<file path="src/sv/cpi_pkg.sv">
`timescale 1ns / 1ps
// Package for the CIGAR interval parser: parse modes, result codes,
// operator codes, character constants and the step status struct.
// No dependencies.
package cpi_pkg;

  localparam int LEN_WIDTH = 31;

  localparam logic [7:0] CH_M     = 8'h4D;
  localparam logic [7:0] CH_EQUAL = 8'h3D;
  localparam logic [7:0] CH_X     = 8'h58;
  localparam logic [7:0] CH_I     = 8'h49;
  localparam logic [7:0] CH_D     = 8'h44;
  localparam logic [7:0] CH_N     = 8'h4E;
  localparam logic [7:0] CH_S     = 8'h53;
  localparam logic [7:0] CH_ZERO  = 8'h30;
  localparam logic [7:0] CH_NINE  = 8'h39;
  localparam logic [7:0] CH_SPACE = 8'h20;
  localparam logic [7:0] CH_TAB   = 8'h09;
  localparam logic [7:0] CH_CR    = 8'h0D;

  typedef enum logic [2:0] {
    MODE_LEAD,
    MODE_COUNT,
    MODE_AFTER_OP,
    MODE_TRAIL,
    MODE_HALT
  } mode_t;

  typedef enum logic [1:0] {
    KIND_OP,
    KIND_END,
    KIND_ERR
  } kind_t;

  typedef enum logic [1:0] {
    OP_MATCH,
    OP_INSERT,
    OP_DELETE,
    OP_SOFT_CLIP
  } op_t;

  typedef enum logic [1:0] {
    ERR_NONE,
    ERR_CHAR,
    ERR_OVERFLOW,
    ERR_DANGLING
  } err_t;

  typedef struct packed {
    logic  emit;
    kind_t kind;
    op_t   op_type;
    err_t  err_code;
    logic  eos;
  } step_status_t;

endpackage

</file>
<file path="src/sv/cpi_text_if.sv">
`timescale 1ns / 1ps
// Byte channel into the CIGAR interval parser: valid/ready plus one text byte.
// No dependencies.
interface cpi_text_if #(
  parameter int POS_WIDTH = 48
) ();
  logic                 valid;
  logic                 ready;
  logic [7:0]           char_byte;
  logic                 first_byte;
  logic                 last_byte;
  logic [POS_WIDTH-1:0] ref_start;

  modport source (output valid, char_byte, first_byte, last_byte, ref_start,
                  input ready);
  modport sink   (input valid, char_byte, first_byte, last_byte, ref_start,
                  output ready);
endinterface

</file>
<file path="src/sv/cpi_result_if.sv">
`timescale 1ns / 1ps
// Result channel out of the CIGAR interval parser: valid/ready plus one result.
// No dependencies.
interface cpi_result_if #(
  parameter int POS_WIDTH = 48
) ();
  logic                 valid;
  logic                 ready;
  logic [1:0]           result_kind;
  logic [1:0]           op_type;
  logic [30:0]          op_length;
  logic [POS_WIDTH-1:0] query_begin;
  logic [POS_WIDTH-1:0] query_end;
  logic [POS_WIDTH-1:0] ref_begin;
  logic [POS_WIDTH-1:0] ref_end;
  logic                 end_of_string;
  logic [1:0]           error_code;

  modport source (output valid, result_kind, op_type, op_length, query_begin, query_end,
                  ref_begin, ref_end, end_of_string, error_code,
                  input ready);
  modport sink   (input valid, result_kind, op_type, op_length, query_begin, query_end,
                  ref_begin, ref_end, end_of_string, error_code,
                  output ready);
endinterface

</file>
<file path="src/sv/cpi_step.sv">
`timescale 1ns / 1ps
// One parse step of the CIGAR interval parser: next state and result for one byte.
// Depends on cpi_pkg.
module cpi_step #(
  parameter int POS_WIDTH = 48
) (
  input  cpi_pkg::mode_t                  mode,
  input  logic [cpi_pkg::LEN_WIDTH-1:0]   acc,
  input  logic [POS_WIDTH-1:0]            qpos,
  input  logic [POS_WIDTH-1:0]            rpos,
  input  logic [7:0]                      char_byte,
  input  logic                            first_byte,
  input  logic                            last_byte,
  input  logic [POS_WIDTH-1:0]            ref_start,
  output cpi_pkg::mode_t                  mode_next,
  output logic [cpi_pkg::LEN_WIDTH-1:0]   acc_next,
  output logic [POS_WIDTH-1:0]            qpos_next,
  output logic [POS_WIDTH-1:0]            rpos_next,
  output cpi_pkg::step_status_t           status,
  output logic [cpi_pkg::LEN_WIDTH-1:0]   op_length,
  output logic [POS_WIDTH-1:0]            query_begin,
  output logic [POS_WIDTH-1:0]            query_end,
  output logic [POS_WIDTH-1:0]            ref_begin,
  output logic [POS_WIDTH-1:0]            ref_end
);

  localparam int LW = cpi_pkg::LEN_WIDTH;

  cpi_pkg::mode_t       mode_e;
  logic [LW-1:0]        acc_e;
  logic [POS_WIDTH-1:0] q_e;
  logic [POS_WIDTH-1:0] r_e;
  logic                 is_digit;
  logic                 is_space;
  logic                 op_hit;
  cpi_pkg::op_t         op_cls;
  logic [3:0]           digit;
  logic [LW+3:0]        acc_x10;
  logic [LW+3:0]        acc_dec;
  logic                 ovf;
  logic [POS_WIDTH-1:0] len_ext;
  logic                 halted;

  // A first byte restarts the string before the byte itself is parsed.
  assign mode_e = first_byte ? cpi_pkg::MODE_LEAD : mode;
  assign acc_e  = first_byte ? '0 : acc;
  assign q_e    = first_byte ? '0 : qpos;
  assign r_e    = first_byte ? ref_start : rpos;

  assign is_digit = (char_byte >= cpi_pkg::CH_ZERO) && (char_byte <= cpi_pkg::CH_NINE);
  assign is_space = (char_byte == cpi_pkg::CH_SPACE) ||
                    ((char_byte >= cpi_pkg::CH_TAB) && (char_byte <= cpi_pkg::CH_CR));
  assign digit    = char_byte[3:0];

  // acc * 10 + digit as shifts and adds; anything above 31 bits is overflow
  assign acc_x10 = {1'b0, acc_e, 3'b000} + {3'b000, acc_e, 1'b0};
  assign acc_dec = acc_x10 + {{(LW){1'b0}}, digit};
  assign ovf     = |acc_dec[LW+3:LW];
  assign len_ext = {{(POS_WIDTH-LW){1'b0}}, acc_e};

  always_comb begin
    op_hit = 1'b1;
    op_cls = cpi_pkg::OP_MATCH;
    case (char_byte)
      cpi_pkg::CH_M, cpi_pkg::CH_EQUAL, cpi_pkg::CH_X: op_cls = cpi_pkg::OP_MATCH;
      cpi_pkg::CH_I: op_cls = cpi_pkg::OP_INSERT;
      cpi_pkg::CH_D, cpi_pkg::CH_N: op_cls = cpi_pkg::OP_DELETE;
      cpi_pkg::CH_S: op_cls = cpi_pkg::OP_SOFT_CLIP;
      default: op_hit = 1'b0;
    endcase
  end

  always_comb begin
    mode_next       = mode_e;
    acc_next        = acc_e;
    qpos_next       = q_e;
    rpos_next       = r_e;
    status.emit     = 1'b0;
    status.kind     = cpi_pkg::KIND_END;
    status.op_type  = cpi_pkg::OP_MATCH;
    status.err_code = cpi_pkg::ERR_NONE;
    status.eos      = 1'b0;
    op_length       = '0;
    query_end       = q_e;
    ref_end         = r_e;
    halted          = 1'b0;

    case (mode_e)
      cpi_pkg::MODE_LEAD: begin
        if (is_digit) begin
          acc_next  = {{(LW-4){1'b0}}, digit};
          mode_next = cpi_pkg::MODE_COUNT;
        end else if (!is_space) begin
          status.emit     = 1'b1;
          status.kind     = cpi_pkg::KIND_ERR;
          status.err_code = cpi_pkg::ERR_CHAR;
        end
      end
      cpi_pkg::MODE_COUNT: begin
        if (is_digit) begin
          if (ovf) begin
            status.emit     = 1'b1;
            status.kind     = cpi_pkg::KIND_ERR;
            status.err_code = cpi_pkg::ERR_OVERFLOW;
          end else begin
            acc_next = acc_dec[LW-1:0];
          end
        end else if (op_hit) begin
          status.emit    = 1'b1;
          status.kind    = cpi_pkg::KIND_OP;
          status.op_type = op_cls;
          op_length      = acc_e;
          if (op_cls != cpi_pkg::OP_DELETE) begin
            query_end = q_e + len_ext;
          end
          if (op_cls == cpi_pkg::OP_MATCH || op_cls == cpi_pkg::OP_DELETE) begin
            ref_end = r_e + len_ext;
          end
          qpos_next = query_end;
          rpos_next = ref_end;
          acc_next  = '0;
          mode_next = cpi_pkg::MODE_AFTER_OP;
        end else begin
          status.emit     = 1'b1;
          status.kind     = cpi_pkg::KIND_ERR;
          status.err_code = is_space ? cpi_pkg::ERR_DANGLING : cpi_pkg::ERR_CHAR;
        end
      end
      cpi_pkg::MODE_AFTER_OP: begin
        if (is_digit) begin
          acc_next  = {{(LW-4){1'b0}}, digit};
          mode_next = cpi_pkg::MODE_COUNT;
        end else if (is_space) begin
          mode_next = cpi_pkg::MODE_TRAIL;
        end else begin
          status.emit     = 1'b1;
          status.kind     = cpi_pkg::KIND_ERR;
          status.err_code = cpi_pkg::ERR_CHAR;
        end
      end
      cpi_pkg::MODE_TRAIL: begin
        if (!is_space) begin
          status.emit     = 1'b1;
          status.kind     = cpi_pkg::KIND_ERR;
          status.err_code = cpi_pkg::ERR_CHAR;
        end
      end
      default: halted = 1'b1;
    endcase

    // Close the string on its last byte if nothing else was reported.
    if (last_byte && !status.emit && !halted) begin
      status.emit = 1'b1;
      if (mode_next == cpi_pkg::MODE_COUNT) begin
        status.kind     = cpi_pkg::KIND_ERR;
        status.err_code = cpi_pkg::ERR_DANGLING;
      end else begin
        status.kind = cpi_pkg::KIND_END;
      end
    end

    // Drop the rest of the string after an error or its last byte.
    if (status.emit && (status.kind == cpi_pkg::KIND_ERR || last_byte)) begin
      status.eos = 1'b1;
      mode_next  = cpi_pkg::MODE_HALT;
      acc_next   = '0;
    end
  end

  assign query_begin = q_e;
  assign ref_begin   = r_e;

endmodule

</file>
<file path="src/sv/cigar_parser_intervals.sv">
`timescale 1ns / 1ps
// CIGAR string parser with query and reference intervals, one byte per cycle.
// A byte is held in the input register, then its result in the result register.
// Throughput: one byte per cycle; the parse step is one decode, one x10 add
// and two position adds between the input register and the result register.
// A byte that makes a result waits in the input register while the result
// register is full and not being taken.
// Reset (rst, synchronous): both stages empty, leading whitespace mode, count
// and positions zero.  Depends on cpi_pkg, cpi_text_if, cpi_result_if, cpi_step.
module cigar_parser_intervals #(
  parameter int POS_WIDTH = 48
) (
  input logic          clk,
  input logic          rst,
  cpi_text_if.sink     text,
  cpi_result_if.source result
);

  localparam int LW = cpi_pkg::LEN_WIDTH;

  // input register
  logic                 s1_valid;
  logic [7:0]           s1_char;
  logic                 s1_first;
  logic                 s1_last;
  logic [POS_WIDTH-1:0] s1_ref_start;

  // parse state
  cpi_pkg::mode_t       mode;
  cpi_pkg::mode_t       mode_next;
  logic [LW-1:0]        acc;
  logic [LW-1:0]        acc_next;
  logic [POS_WIDTH-1:0] qpos;
  logic [POS_WIDTH-1:0] qpos_next;
  logic [POS_WIDTH-1:0] rpos;
  logic [POS_WIDTH-1:0] rpos_next;

  cpi_pkg::step_status_t st;
  logic [LW-1:0]         st_len;
  logic [POS_WIDTH-1:0]  st_qb;
  logic [POS_WIDTH-1:0]  st_qe;
  logic [POS_WIDTH-1:0]  st_rb;
  logic [POS_WIDTH-1:0]  st_re;

  logic out_valid;
  logic out_free;
  logic s1_adv;

  cpi_step #(
    .POS_WIDTH (POS_WIDTH)
  ) u_step (
    .mode        (mode),
    .acc         (acc),
    .qpos        (qpos),
    .rpos        (rpos),
    .char_byte   (s1_char),
    .first_byte  (s1_first),
    .last_byte   (s1_last),
    .ref_start   (s1_ref_start),
    .mode_next   (mode_next),
    .acc_next    (acc_next),
    .qpos_next   (qpos_next),
    .rpos_next   (rpos_next),
    .status      (st),
    .op_length   (st_len),
    .query_begin (st_qb),
    .query_end   (st_qe),
    .ref_begin   (st_rb),
    .ref_end     (st_re)
  );

  assign out_free   = !out_valid || result.ready;
  // advance the held byte unless its result has nowhere to go
  assign s1_adv     = s1_valid && (!st.emit || out_free);
  assign text.ready = !s1_valid || s1_adv;

  always_ff @(posedge clk) begin
    if (rst) begin
      s1_valid <= 1'b0;
    end else if (text.ready) begin
      s1_valid <= text.valid;
    end
    if (text.valid && text.ready) begin
      s1_char      <= text.char_byte;
      s1_first     <= text.first_byte;
      s1_last      <= text.last_byte;
      s1_ref_start <= text.ref_start;
    end
  end

  always_ff @(posedge clk) begin
    if (rst) begin
      mode <= cpi_pkg::MODE_LEAD;
      acc  <= '0;
      qpos <= '0;
      rpos <= '0;
    end else if (s1_adv) begin
      mode <= mode_next;
      acc  <= acc_next;
      qpos <= qpos_next;
      rpos <= rpos_next;
    end
  end

  always_ff @(posedge clk) begin
    if (rst) begin
      out_valid <= 1'b0;
    end else if (s1_adv && st.emit) begin
      out_valid <= 1'b1;
    end else if (result.ready) begin
      out_valid <= 1'b0;
    end
    if (s1_adv && st.emit) begin
      result.result_kind   <= st.kind;
      result.op_type       <= st.op_type;
      result.op_length     <= st_len;
      result.query_begin   <= st_qb;
      result.query_end     <= st_qe;
      result.ref_begin     <= st_rb;
      result.ref_end       <= st_re;
      result.end_of_string <= st.eos;
      result.error_code    <= st.err_code;
    end
  end

  assign result.valid = out_valid;

  a_halt_after_eos: assert property (@(posedge clk) disable iff (rst)
    s1_adv && st.emit && st.eos |=> mode == cpi_pkg::MODE_HALT)
    else $error("parser not halted after end of string");

  a_err_ends_string: assert property (@(posedge clk) disable iff (rst)
    out_valid && result.result_kind == cpi_pkg::KIND_ERR |-> result.end_of_string)
    else $error("error result without end of string");

  a_code_only_on_err: assert property (@(posedge clk) disable iff (rst)
    out_valid && result.error_code != cpi_pkg::ERR_NONE
      |-> result.result_kind == cpi_pkg::KIND_ERR)
    else $error("error code on a non-error result");

  a_delete_no_query: assert property (@(posedge clk) disable iff (rst)
    out_valid && result.result_kind == cpi_pkg::KIND_OP
      && result.op_type == cpi_pkg::OP_DELETE |-> result.query_end == result.query_begin)
    else $error("delete advanced the query");

endmodule

</file>
<file path="src/flat_wrapper.sv">
// flat-port wrapper written by rule: the top's interface ports become plain ports
module cigar_parser_intervals_flat 
#(
  parameter int POS_WIDTH = 48
)
  (clk, rst, text_valid, text_char_byte, text_first_byte, text_last_byte, text_ref_start, text_ready, result_valid, result_result_kind, result_op_type, result_op_length, result_query_begin, result_query_end, result_ref_begin, result_ref_end, result_end_of_string, result_error_code, result_ready);
  cpi_text_if #(.POS_WIDTH(POS_WIDTH)) text_i ();
  cpi_result_if #(.POS_WIDTH(POS_WIDTH)) result_i ();
  input logic clk;
  input logic rst;
  input wire logic [$bits(text_i.valid)-1:0] text_valid;
  input wire logic [$bits(text_i.char_byte)-1:0] text_char_byte;
  input wire logic [$bits(text_i.first_byte)-1:0] text_first_byte;
  input wire logic [$bits(text_i.last_byte)-1:0] text_last_byte;
  input wire logic [$bits(text_i.ref_start)-1:0] text_ref_start;
  output wire logic [$bits(text_i.ready)-1:0] text_ready;
  output wire logic [$bits(result_i.valid)-1:0] result_valid;
  output wire logic [$bits(result_i.result_kind)-1:0] result_result_kind;
  output wire logic [$bits(result_i.op_type)-1:0] result_op_type;
  output wire logic [$bits(result_i.op_length)-1:0] result_op_length;
  output wire logic [$bits(result_i.query_begin)-1:0] result_query_begin;
  output wire logic [$bits(result_i.query_end)-1:0] result_query_end;
  output wire logic [$bits(result_i.ref_begin)-1:0] result_ref_begin;
  output wire logic [$bits(result_i.ref_end)-1:0] result_ref_end;
  output wire logic [$bits(result_i.end_of_string)-1:0] result_end_of_string;
  output wire logic [$bits(result_i.error_code)-1:0] result_error_code;
  input wire logic [$bits(result_i.ready)-1:0] result_ready;
  assign text_i.valid = text_valid;
  assign text_i.char_byte = text_char_byte;
  assign text_i.first_byte = text_first_byte;
  assign text_i.last_byte = text_last_byte;
  assign text_i.ref_start = text_ref_start;
  assign text_ready = text_i.ready;
  assign result_valid = result_i.valid;
  assign result_result_kind = result_i.result_kind;
  assign result_op_type = result_i.op_type;
  assign result_op_length = result_i.op_length;
  assign result_query_begin = result_i.query_begin;
  assign result_query_end = result_i.query_end;
  assign result_ref_begin = result_i.ref_begin;
  assign result_ref_end = result_i.ref_end;
  assign result_end_of_string = result_i.end_of_string;
  assign result_error_code = result_i.error_code;
  assign result_i.ready = result_ready;
  cigar_parser_intervals #(.POS_WIDTH(POS_WIDTH)) u_core (.clk(clk), .rst(rst), .text(text_i), .result(result_i));
endmodule
</file>
<file path="config.mk">
export PLATFORM = sky130hd
export DESIGN_NAME = cigar_parser_intervals_flat
export DESIGN_NICKNAME = d
export VERILOG_FILES = /design/src/sv/cpi_pkg.sv /design/src/sv/cpi_text_if.sv /design/src/sv/cpi_result_if.sv /design/src/sv/cpi_step.sv /design/src/sv/cigar_parser_intervals.sv /design/src/flat_wrapper.sv
export SDC_FILE = /design/constraint.sdc
export NUM_CORES = 1
export LEC_CHECK = 0
export BUFFER_PORTS_ARGS = -buffer_cell sky130_fd_sc_hd__clkbuf_2
export CAP_MARGIN = 20
export CORE_MARGIN = 2
export CORE_UTILIZATION = 35
export CTS_BUF_LIST = sky130_fd_sc_hd__clkbuf_8 sky130_fd_sc_hd__clkbuf_16
export DETAILED_ROUTE_END_ITERATION = 16
export PLACE_DENSITY = 0.57
export SYNTH_ARGS = -nofsm -noshare
export SYNTH_HDL_FRONTEND = slang
export SYNTH_SLANG_ARGS = --single-unit
</file>
<file path="constraint.sdc">
create_clock -name clk -period 11.7 [get_ports clk]
set_clock_uncertainty 0.1 [all_clocks]
set_input_delay 1.17 -clock clk [delete_from_list [all_inputs] [get_ports clk]]
set_output_delay 1.17 -clock clk [all_outputs]
set_load 0.05 [all_outputs]
</file>
**Yosys cells after proc, flatten, opt, wreduce, memory -nomap -nowiden**

Cells that the tools add are included.

- Output and inout port bits: 232
- Bits of input ports: 62
- Logic and storage cells: 118
- Register bits after elaboration: 420

- Reduce and logical (&&, ||, !) cells: 27
- Equality and inequality tests: 15
- Order comparisons: 4
- Multiplexer cells: 47
- Bitwise logic cells: 2
- $add $sub $neg: 4

Operators with widths:

| operator | number |
|---|---|
| 2-to-1 mux 48 bit | 10 |
| 2-to-1 mux 31 bit | 6 |
| adder 48 x 31 -> 48 bit | 2 |
| case mux 31 bit (2 select lines) | 1 |
| == test 8 x 7 -> 1 bit (second input constant) | 6 |
| 2-to-1 mux 3 bit | 12 |
| adder 34 x 32 -> 35 bit | 1 |
| adder 35 x 4 -> 35 bit | 1 |
| case mux 3 bit (3 select lines) | 2 |
| == test 8 x 6 -> 1 bit (second input constant) | 2 |
| 2-to-1 mux 2 bit | 8 |
| case mux 2 bit (3 select lines) | 2 |
| >= comparator 8 x 4 -> 1 bit (second input constant) | 1 |
| >= comparator 8 x 6 -> 1 bit (second input constant) | 1 |
| <= comparator 8 x 4 -> 1 bit (second input constant) | 1 |
| <= comparator 8 x 6 -> 1 bit (second input constant) | 1 |
| logical AND 1 bit | 8 |
| OR reduction 4 bit | 2 |
| OR reduction 7 bit | 1 |
| == test 3 x 1 -> 1 bit (second input constant) | 2 |
| == test 3 x 2 -> 1 bit (second input constant) | 2 |
| logical OR 1 bit | 6 |
| 2-to-1 mux 1 bit | 6 |
| == test 2 bit (second input constant) | 2 |
| other kinds (8) | 13 |

**Longest topological paths before layout**

Gate-level depths: netlist of run 1.

- Depth in word-level cells: 16
- Depth in mapped cells: 24
- Depth with buffers taken out: 17

**Modules after synthesis**

A second synthesis of run 1 with hierarchy kept.

- Cells, all modules: 2308
- Area, all modules: 24418.4 µm²

Modules (own cells, without submodules):

| module | cells an instance | area an instance (µm²) | instances |
|---|---|---|---|
| cigar_parser_intervals | 863 | 14545.2 | 1 |
| cpi_step | 1445 | 9873.2 | 1 |

**Worst setup path before layout of run 1**

OpenSTA, ideal clock, no wires.

- Kind: register -> register
- Start: register u_core.s1_first
- End: register u_core.result.end_of_string (enable)
- Period minus slack after synthesis: 11443 ps
- Slack: 257 ps
- Stages on the path, launching flop included: 23
- Arrival time: 10722 ps
- Cell sequence: edfxtp_1 -> buf_2 -> buf_2 -> buf_2 -> clkbuf_1 -> buf_1 -> buf_2 -> buf_1 -> buf_1 -> nor2_1 -> ha_1 -> ha_1 -> a21oi_1 -> o211ai_1 -> a211oi_1 -> a21oi_2 -> a2111oi_4 -> mux2i_2 -> nand4_4 -> a31oi_4 -> buf_6 -> buf_2 -> and2_1

- Longest elaborated chain between the ends: 15
- Elaborated cells on any way between the ends: 22

RTL lines:

| item | RTL line | text |
|---|---|---|
| start: declaration | cigar_parser_intervals.sv:24 | `logic s1_first;` |
| start signal: assignment | cigar_parser_intervals.sv:85 | `s1_first <= text.first_byte;` |
| 2-to-1 mux 31 bit (*) | cpi_step.sv:46 | `assign acc_e = first_byte ? '0 : acc;` |
| named net u_core.u_step.acc_e[25] | cpi_step.sv:30 | `logic [LW-1:0] acc_e;` |
| adder 34 x 32 -> 35 bit (*) | cpi_step.sv:56 | `assign acc_x10 = {1'b0, acc_e, 3'b000} + {3'b000, acc_e, 1'b0};` |
| adder 35 x 4 -> 35 bit (*) | cpi_step.sv:57 | `assign acc_dec = acc_x10 + {{(LW){1'b0}}, digit};` |
| OR reduction 4 bit (*) | cpi_step.sv:58 | `assign ovf = \|acc_dec[LW+3:LW];` |
| 2-to-1 mux 3 bit (*) | cpi_step.sv:101 | `if (ovf) begin` |
| 2-to-1 mux 3 bit (*) | cpi_step.sv:100 | `if (is_digit) begin` |
| case mux 3 bit (3 select lines) (*) | cpi_step.sv:88 | `case (mode_e)` |
| zero test 1 bit | cpi_step.sv:152 | `if (last_byte && !status.emit && !halted) begin` |
| logical AND 1 bit (2 in a row) | cpi_step.sv:152 |  |
| 2-to-1 mux 3 bit (*) | cpi_step.sv:152 |  |
| zero test 1 bit | cigar_parser_intervals.sv:74 | `assign s1_adv = s1_valid && (!st.emit \|\| out_free);` |
| logical OR 1 bit | cigar_parser_intervals.sv:74 |  |
| logical AND 1 bit | cigar_parser_intervals.sv:74 |  |
| logical AND 1 bit (*) | cigar_parser_intervals.sv:113 | `if (s1_adv && st.emit) begin` |
| end signal: assignment | cigar_parser_intervals.sv:121 | `result.end_of_string <= st.eos;` |
| end: declaration | cpi_result_if.sv:20 | `ref_begin, ref_end, end_of_string, error_code,` |

Mark *: on every way through the listed nets, which the timed path passes. The rest lies on a longest branch.
A chain may end at the register's enable or synchronous reset.

**Worst setup path after layout of run 1**

- Start: register u_core.s1_first
- End: output text_ready

- Longest elaborated chain between the ends: 15
- Elaborated cells on any way between the ends: 22

RTL lines:

| item | RTL line | text |
|---|---|---|
| 2-to-1 mux 31 bit (*) | cpi_step.sv:46 |  |
| named net u_core.u_step.acc_e[1] | cpi_step.sv:30 |  |
| adder 34 x 32 -> 35 bit (*) | cpi_step.sv:56 |  |
| adder 35 x 4 -> 35 bit (*) | cpi_step.sv:57 |  |
| OR reduction 4 bit (*) | cpi_step.sv:58 |  |
| 2-to-1 mux 3 bit (*) | cpi_step.sv:101 |  |
| 2-to-1 mux 3 bit (*) | cpi_step.sv:100 |  |
| case mux 3 bit (3 select lines) (*) | cpi_step.sv:88 |  |
| zero test 1 bit | cpi_step.sv:152 |  |
| logical AND 1 bit (2 in a row) | cpi_step.sv:152 |  |
| 2-to-1 mux 3 bit (*) | cpi_step.sv:152 |  |
| zero test 1 bit (*) | cigar_parser_intervals.sv:74 |  |
| logical OR 1 bit (*) | cigar_parser_intervals.sv:74 |  |
| logical AND 1 bit (*) | cigar_parser_intervals.sv:74 |  |
| logical OR 1 bit (*) | cigar_parser_intervals.sv:75 | `assign text.ready = !s1_valid \|\| s1_adv;` |
| end: declaration | flat_wrapper.sv:16 | `output wire logic [$bits(text_i.ready)-1:0] text_ready;` |

Marked as above.

==> flow_summary_export.csv, run 1 <==
group,metric,value,unit
synthesis,synthCells,2207,
grt,grt_usage,20.9,%
min_path,min_path_cells,2,
die,num_rows,93,
power,switching_share,28.0,%
power,intPower,2.68,mW
final_layout,drive_gt1_share,21.5,%
synthesis,synth_edf_count,288,
clock_tree,clkSinkCount,420,
synthesis,synth.avg_cell_area,10.4,um2
run,maxCapViolCount,0,
clock_tree,cts.repair.resized,0,
critical_path,start_kind,"register",
die,core,0.0645,mm2
final_layout,antenna_cells,0,
die,die_width,260,um
synthesis,yosysWarnings,0,
critical_path,path_buf_inv,6,
power,p_switching,1.04,mW
routing,top_layer_used,"met4",
synthesis,synth_flop_cell,"edfxtp_1",
min_path,hp-class,"reg -> reg",
power,combPwrFrac,12.7,%
routing,drt_drc_violations_left,0,
critical_path,crit_fanout,139,
synthesis,synthAdderAreaFrac,6.89,%
routing,dr_wl_met2,33900,um
grt,grt_max_degree,173,
synthesis,synthSimpleGateAreaFrac,18.3,%
power,clockPowerShare,41.3,%
clock_tree,root_buffer,"clkbuf_16",
routing,drt_pass1_iterations,5,
synthesis,synth-compound-area-share,14.7,%
placed_design,dp_cells,3282,
critical_path,required,10430,ps
sta,rsz0062_at_grt,"no",
clock_tree,ctsHoldBuffers,0,
final_layout,finalNonFillerCells,3372,
critical_path,path_cells,"buf_12, clkinv_1, nand2_1, inv_1, ha_1, ha_1, inv_1, fa_1, nor2b_1, o2111ai_2, a31oi_1, o21ai_1, o211ai_1, xor2_1, nor4_4, buf_4, o21ai_1, nand3_1, clkbuf_2",
routing,met3_length,4140,um
critical_path,path_class,"reg -> out",
die,die_area,0.0673,mm2
clock_tree,cts_tree,"done",
critical_path,slowest_stage,"clkinv_1",
routing,wire_per_inst,21.5,um
outcome,outcome,"completed",
routing,vias_per_cell,5.33,
sta,fin_crit,8530,ps
clock_tree,clockBufferDepth,3,
placed_design,place_area,0.0251,mm2
critical_path,r2r_cells,19,
clock_tree,clk_pin_slew,60,ps
grt,grt_pass1_vias,17222,
final_layout,final_area,0.0268,mm2
synthesis,synth_seq_cells,420,
critical_path,end_kind,"output pin",
power,ir_worst_vdd,0.000104,V
final_layout,nets,2663,
routing,first_iter_violations,1439,
placed_design,dp_hpwl,53300,um
placed_design,io_buffers,293,
synthesis,muxShareOfSynthArea,2.96,%
routing,vias,17979,
sta,hold_ws,348,ps
sta,slew_headroom,20.9,%
power,p_per_area,139,mW/mm2
critical_path,critPathTopFamily,"buffers and inverters",
routing,finalWirelength,72400,um
power,p_seq_share,45.9,%
clock_tree,numCtsBuffers,48,
die,io_pins,294,
critical_path,max_stage_delay,880,ps
synthesis,syn_area,0.0228,mm2
grt,grt_pass1_wl,108000,um
sta,worst_slew_pin_slew,1180,ps
synthesis,synth_xor_xnor_area_share,4.59,%
clock_tree,cts_setup_buffers,0,
die,die_h,260,um
sta,setup_viol,0,
final_layout,syn2layout_area_growth,17.2,%
power,p_leak,10.9,nW
sta,max_clock_freq,117,MHz
sta,timing.final.crit_share,72.9,%
critical_path,cp.depth,19,
sta,setup_tns,0,ps
routing,wl_met1,32300,um
synthesis,ys_seq_area_share,49.4,%
synthesis,synthesis.nets,2393,
synthesis,synth_async_sr_flop_share,0,%
critical_path,arrival,7260,ps
clock_tree,clkLatencyLatePin,600,ps
grt,grt_overflow,0,
synthesis,synth_cell_types,105,
sta,finalHoldViolCount,0,
clock_tree,htreeDepth,2,
synthesis,synth_top_family_by_area,"simple AND/OR/NAND/NOR gates",
grt,antenna_found_initial,0,
placed_design,gp_congestion,0.957,
routing,ant_nets,0,
die,start_util,35.4,%
sta,slew_violations,0,
==> layout make-up <==
type / count / area [um2]
clock buffers: 49 / 1230
repair buffers: 320 / 1700
well taps: 855 / 1070
fillers: 6265 / 37700
clock inverters: 41 / 418
multi-input cells: 1631 / 10900
flip-flops and latches: 420 / 11300
inverters: 56 / 210
==> logic make-up (layout without fill, tap and decap cells) <==
| logic type | Yosys count | count (layout) |
|---|---|---|
| compound gates | 500 | 500 |
| xor+xnor | 118 | 118 |
| fa+ha+maj | 124 | 124 |
| buf+inv | 156 | 466 |
| flops | 420 | 420 |
| mux | 61 | 61 |
| simple gates | 828 | 828 |
==> per-layer routing <==
| layer | vias up | track usage (%) |
|---|---|---|
| li1 | 8596 | - |
| met1 | 8720 | 28.6 |
| met2 | 558 | 34.1 |
| met3 | 105 | 3.33 |
| met4 | 0 | 5.86 |
| met5 | - | 0 |
==> worst min-delay path: stages, from the launching register on <==
cell     delay (ps)
dfxtp_1         300
nand2_1          50
a21oi_1          50
==> cells in the mapped netlist (5+ instances only) <==
cell,instances,area (um2)
a21o_1,52,390
o2111ai_1,7,61.3
xnor2_1,68,596
nor4_1,5,31.3
and2_1,13,81.3
nor3_1,46,230
and3_1,21,131
inv_1,55,206
o21bai_1,10,75.1
o211ai_1,13,97.6
nand2_1,217,815
mux2_2,45,507
a211oi_1,10,75.1
or3_1,7,43.8
nor3_2,45,450
buf_2,25,125
o21ai_1,15,75.1
and4_1,5,43.8
nand3_1,46,230
nor2_1,256,961
a31oi_1,25,156
dfxtp_1,132,2640
clkbuf_1,53,199
a211o_1,10,87.6
o22ai_1,14,87.6
o21ai_0,83,415
xor2_1,48,420
o21a_1,16,120
a21oi_1,160,801
a211oi_2,5,62.6
nand3b_1,5,37.5
edfxtp_1,288,8650
buf_6,10,113
nand2b_1,23,144
ha_1,121,1510
a311oi_2,6,90.1
nor2b_1,80,500
mux2i_1,14,140
buf_1,5,18.8
a21boi_0,7,52.6
nand4_1,27,169
o211a_1,5,50.1
buf_4,6,45.0
==> cells in the final DEF (no fill, tap or decap), drive strengths merged, types with 10 or more instances in the layout <==
cell type and instances:
xor2 48, ha 121, nor2 257, and3 21, mux2i 15, a31oi 27
a21o 53, buf 28, nand2b 23, clkinv 23, a211oi 16, o21ai 102
o22ai 14, a21oi 163, clkbuf 341, dfxtp 132, nand2 217, nor3 91
mux2 46, xnor2 70, o211ai 13, inv 64, a211o 10, nand4 28
nor2b 81, nand3 47, o21a 16, o21bai 10, edfxtp 288, and2 13
==> path summary, 6_finish.rpt <==
path	slack [ps]	endpoint	from
setup / recovery	3170	text_ready	u_core.s1_first
setup reg to reg	3490	u_core.result.op_length[26]	u_core.s1_first
hold reg to reg	350	u_core.acc[13]	u_core.acc[13]
hold / removal	350	u_core.acc[13]	u_core.acc[13]
==> per-stage QoR <==
step	power [mW]	worst slack [ps]	util (%)
after floorplan	2.10	257	-
after global placement	2.21	3760	39.0
after detailed placement	2.22	3470	39.0
after CTS	3.76	3170	41.5
after global routing	3.86	2800	41.5
final	3.72	3170	41.5
==> power groups by stage <==
stage / sequential (mW) / combinational, mW / clock (mW)
after floorplan: 1.90 / 0.200 / 0
after global placement: 1.74 / 0.471 / 0
after detailed placement: 1.74 / 0.475 / 0
after global routing: 1.72 / 0.504 / 1.63
final: 1.71 / 0.474 / 1.54
after CTS: 1.71 / 0.477 / 1.57
==> state kept, by name, summed over array words and instances, names as in the netlist, 2 cells and up <==
| name | cells |
|---|---|
| u_core.result.ref_end | 48 |
| u_core.s1_char | 8 |
| u_core.result.ref_begin | 48 |
| u_core.result.op_type | 2 |
| u_core.qpos | 48 |
| u_core.result.query_begin | 48 |
| u_core.s1_ref_start | 48 |
| u_core.rpos | 48 |
| u_core.result.op_length | 31 |
| u_core.result.error_code | 2 |
| u_core.result.result_kind | 2 |
| u_core.result.query_end | 48 |
| u_core.mode | 3 |
| u_core.acc | 31 |
(Power assumes the default switching activity.)
==> run 2: changes to the inputs <==
==> constraint.sdc (replaced) <==
create_clock -name clk -period 7.28 [get_ports clk]
set_clock_uncertainty 0.1 [all_clocks]
set_input_delay 0.728 -clock clk [delete_from_list [all_inputs] [get_ports clk]]
set_output_delay 0.728 -clock clk [all_outputs]
set_load 0.05 [all_outputs]
==> flow_summary_export.csv, run 2 (synthesized netlist as in run 1, its figures left out) <==
group,metric,value,unit
placed_design,gp_congestion,0.941,
critical_path,r2r_cells,17,
grt,grt_pass1_vias,17568,
min_path,hp-class,"in -> reg",
sta,max_clock_freq,146,MHz
critical_path,start_kind,"register",
sta,slew_violations,0,
critical_path,path_buf_inv,4,
clock_tree,root_buffer,"clkbuf_16",
sta,setup_viol,0,
clock_tree,clockBufferDepth,3,
die,die_h,260,um
run,maxCapViolCount,0,
final_layout,antenna_cells,0,
sta,worst_slew_pin_slew,1180,ps
critical_path,crit_fanout,18,
critical_path,path_class,"reg -> out",
placed_design,dp_hpwl,54800,um
power,total_power,5.95,mW
routing,finalWirelength,73500,um
die,die_area,0.0673,mm2
routing,wire_per_inst,21.8,um
die,core,0.0645,mm2
clock_tree,clkSinkCount,420,
grt,grtUsageMet2,34.2,%
grt,grt_usage,21.3,%
grt,antenna_found_initial,1,
die,start_util,35.4,%
sta,fin_crit,6860,ps
critical_path,max_stage_delay,690,ps
clock_tree,numCtsBuffers,46,
outcome,outcome,"completed",
grt,grt_busiest_layer,"met2",
die,die_width,260,um
critical_path,crit_path_end,"text_ready",
power,p_per_area,222,mW/mm2
clock_tree,cts_setup_buffers,0,
routing,drt_pass1_iterations,6,
critical_path,required,6450,ps
critical_path,end_kind,"output pin",
critical_path,critPathTopFamily,"compound AO/OA/AOI/OAI gates",
sta,setup_tns,0,ps
routing,first_iter_violations,1538,
placed_design,io_buffers,293,
critical_path,slowest_stage,"clkinv_1",
critical_path,cp.depth,17,
sta,timing.final.crit_share,94.2,%
final_layout,final_common_cell,"clkbuf_2",
sta,rsz0062_at_grt,"no",
die,num_rows,93,
routing,ant_nets,0,
grt,grt_util_met3,3.41,%
grt,grt_max_degree,112,
critical_path,r2r-start,"u_core.s1_first",
clock_tree,cts_tree,"done",
critical_path,startpoint,"u_core.s1_first",
critical_path,path_cells,"clkinv_1, nand2_1, inv_1, ha_1, ha_1, inv_1, fa_1, nor2b_1, o2111ai_2, a31oi_1, o21ai_1, o211ai_1, xor2_1, nor4_4, o21ai_1, nand3_1, clkbuf_2",
final_layout,drive_gt1_share,21.2,%
final_layout,syn2layout_area_growth,17.3,%
routing,drt_drc_violations_left,0,
clock_tree,htreeDepth,2,
clock_tree,clk_pin_slew,60,ps
die,io_pins,294,
clock_tree,ctsHoldBuffers,0,
final_layout,layout_common_cells,"clkbuf_2 (292), edfxtp_1 (288), nor2_1 (256)",
routing,vias,18087,
power,p_leak,10.9,nW
grt,use_met1,28.8,%
grt,grt_overflow,0,
critical_path,r2r_slack,780,ps
routing,vias_per_cell,5.37,
grt,grt_pass1_wl,110000,um
clock_tree,clkLatencyLatePin,590,ps
power,ir_worst_vdd,0.000154,V
sta,slew_headroom,20.9,%
sta,finalHoldViolCount,0,
final_layout,nets,2664,
clock_tree,cts.repair.resized,0,
critical_path,arrival,6030,ps
critical_path,r2r_end,"u_core.result.ref_end[29]",
[run 2: stage by stage]
step	worst slack [ps]	cell area [um2]	util (%)	instances	hold slack (ps)
after floorplan	37.2	22900	-	2207	327
after global placement	1090	25200	39.1	3281	337
after detailed placement	845	25200	39.1	3283	341
after CTS	446	26800	41.5	3368	178
after global routing	82.0	26800	41.6	3370	189
final	420	26800	41.6	3370	206
[run 2: worst min-delay path by stage]
stage,from,endpoint,slack [ps],depth (start not counted)
CTS,text_ref_start[1],u_core.s1_ref_start[1],180,1
detailed placement,u_core.acc[14],u_core.acc[14],340,2
global route,text_ref_start[1],u_core.s1_ref_start[1],190,1
floorplan,u_core.acc[13],u_core.acc[13],330,2
global placement,u_core.acc[13],u_core.acc[13],340,2
finish,text_ref_start[1],u_core.s1_ref_start[1],210,1
[run 2: area by class of cell]
type | instances | area (um2)
Multi-Input combinational cell | 1631 | 10900
Clock inverter | 37 | 395
Sequential cell | 420 | 11300
Clock buffer | 48 | 1180
Tap cell | 855 | 1070
Timing Repair Buffer | 323 | 1790
Fill cell | 6255 | 37700
Inverter | 56 | 210
[run 2: worst reg2reg max path: stages, from the launching register on]
cell and delay [ps]:
edfxtp_1 420, clkinv_1 690, nand2_1 320, inv_1 160, ha_1 310, ha_1 180
inv_1 60, fa_1 380, nor2b_1 270, o2111ai_2 180, a31oi_1 340, o21ai_1 190
o211ai_1 370, xor2_1 410, nor4_4 110, o21ai_1 420, and2_4 780, buf_12 400
[run 2: report_power, final]
group	switching [mW]	internal (mW)	leakage, nW
combinational	0.585	0.193	6.28
clock	0.994	1.43	0.793
sequential	0.0580	2.69	3.82
[run 2: layer usage]
| metal | vias up | wire [um] |
|---|---|---|
| met2 | 622 | 33800 |
| met4 | 0 | 2780 |
| met1 | 8767 | 32400 |
| li1 | 8588 | - |
| met5 | - | 0 |
| met3 | 110 | 4420 |
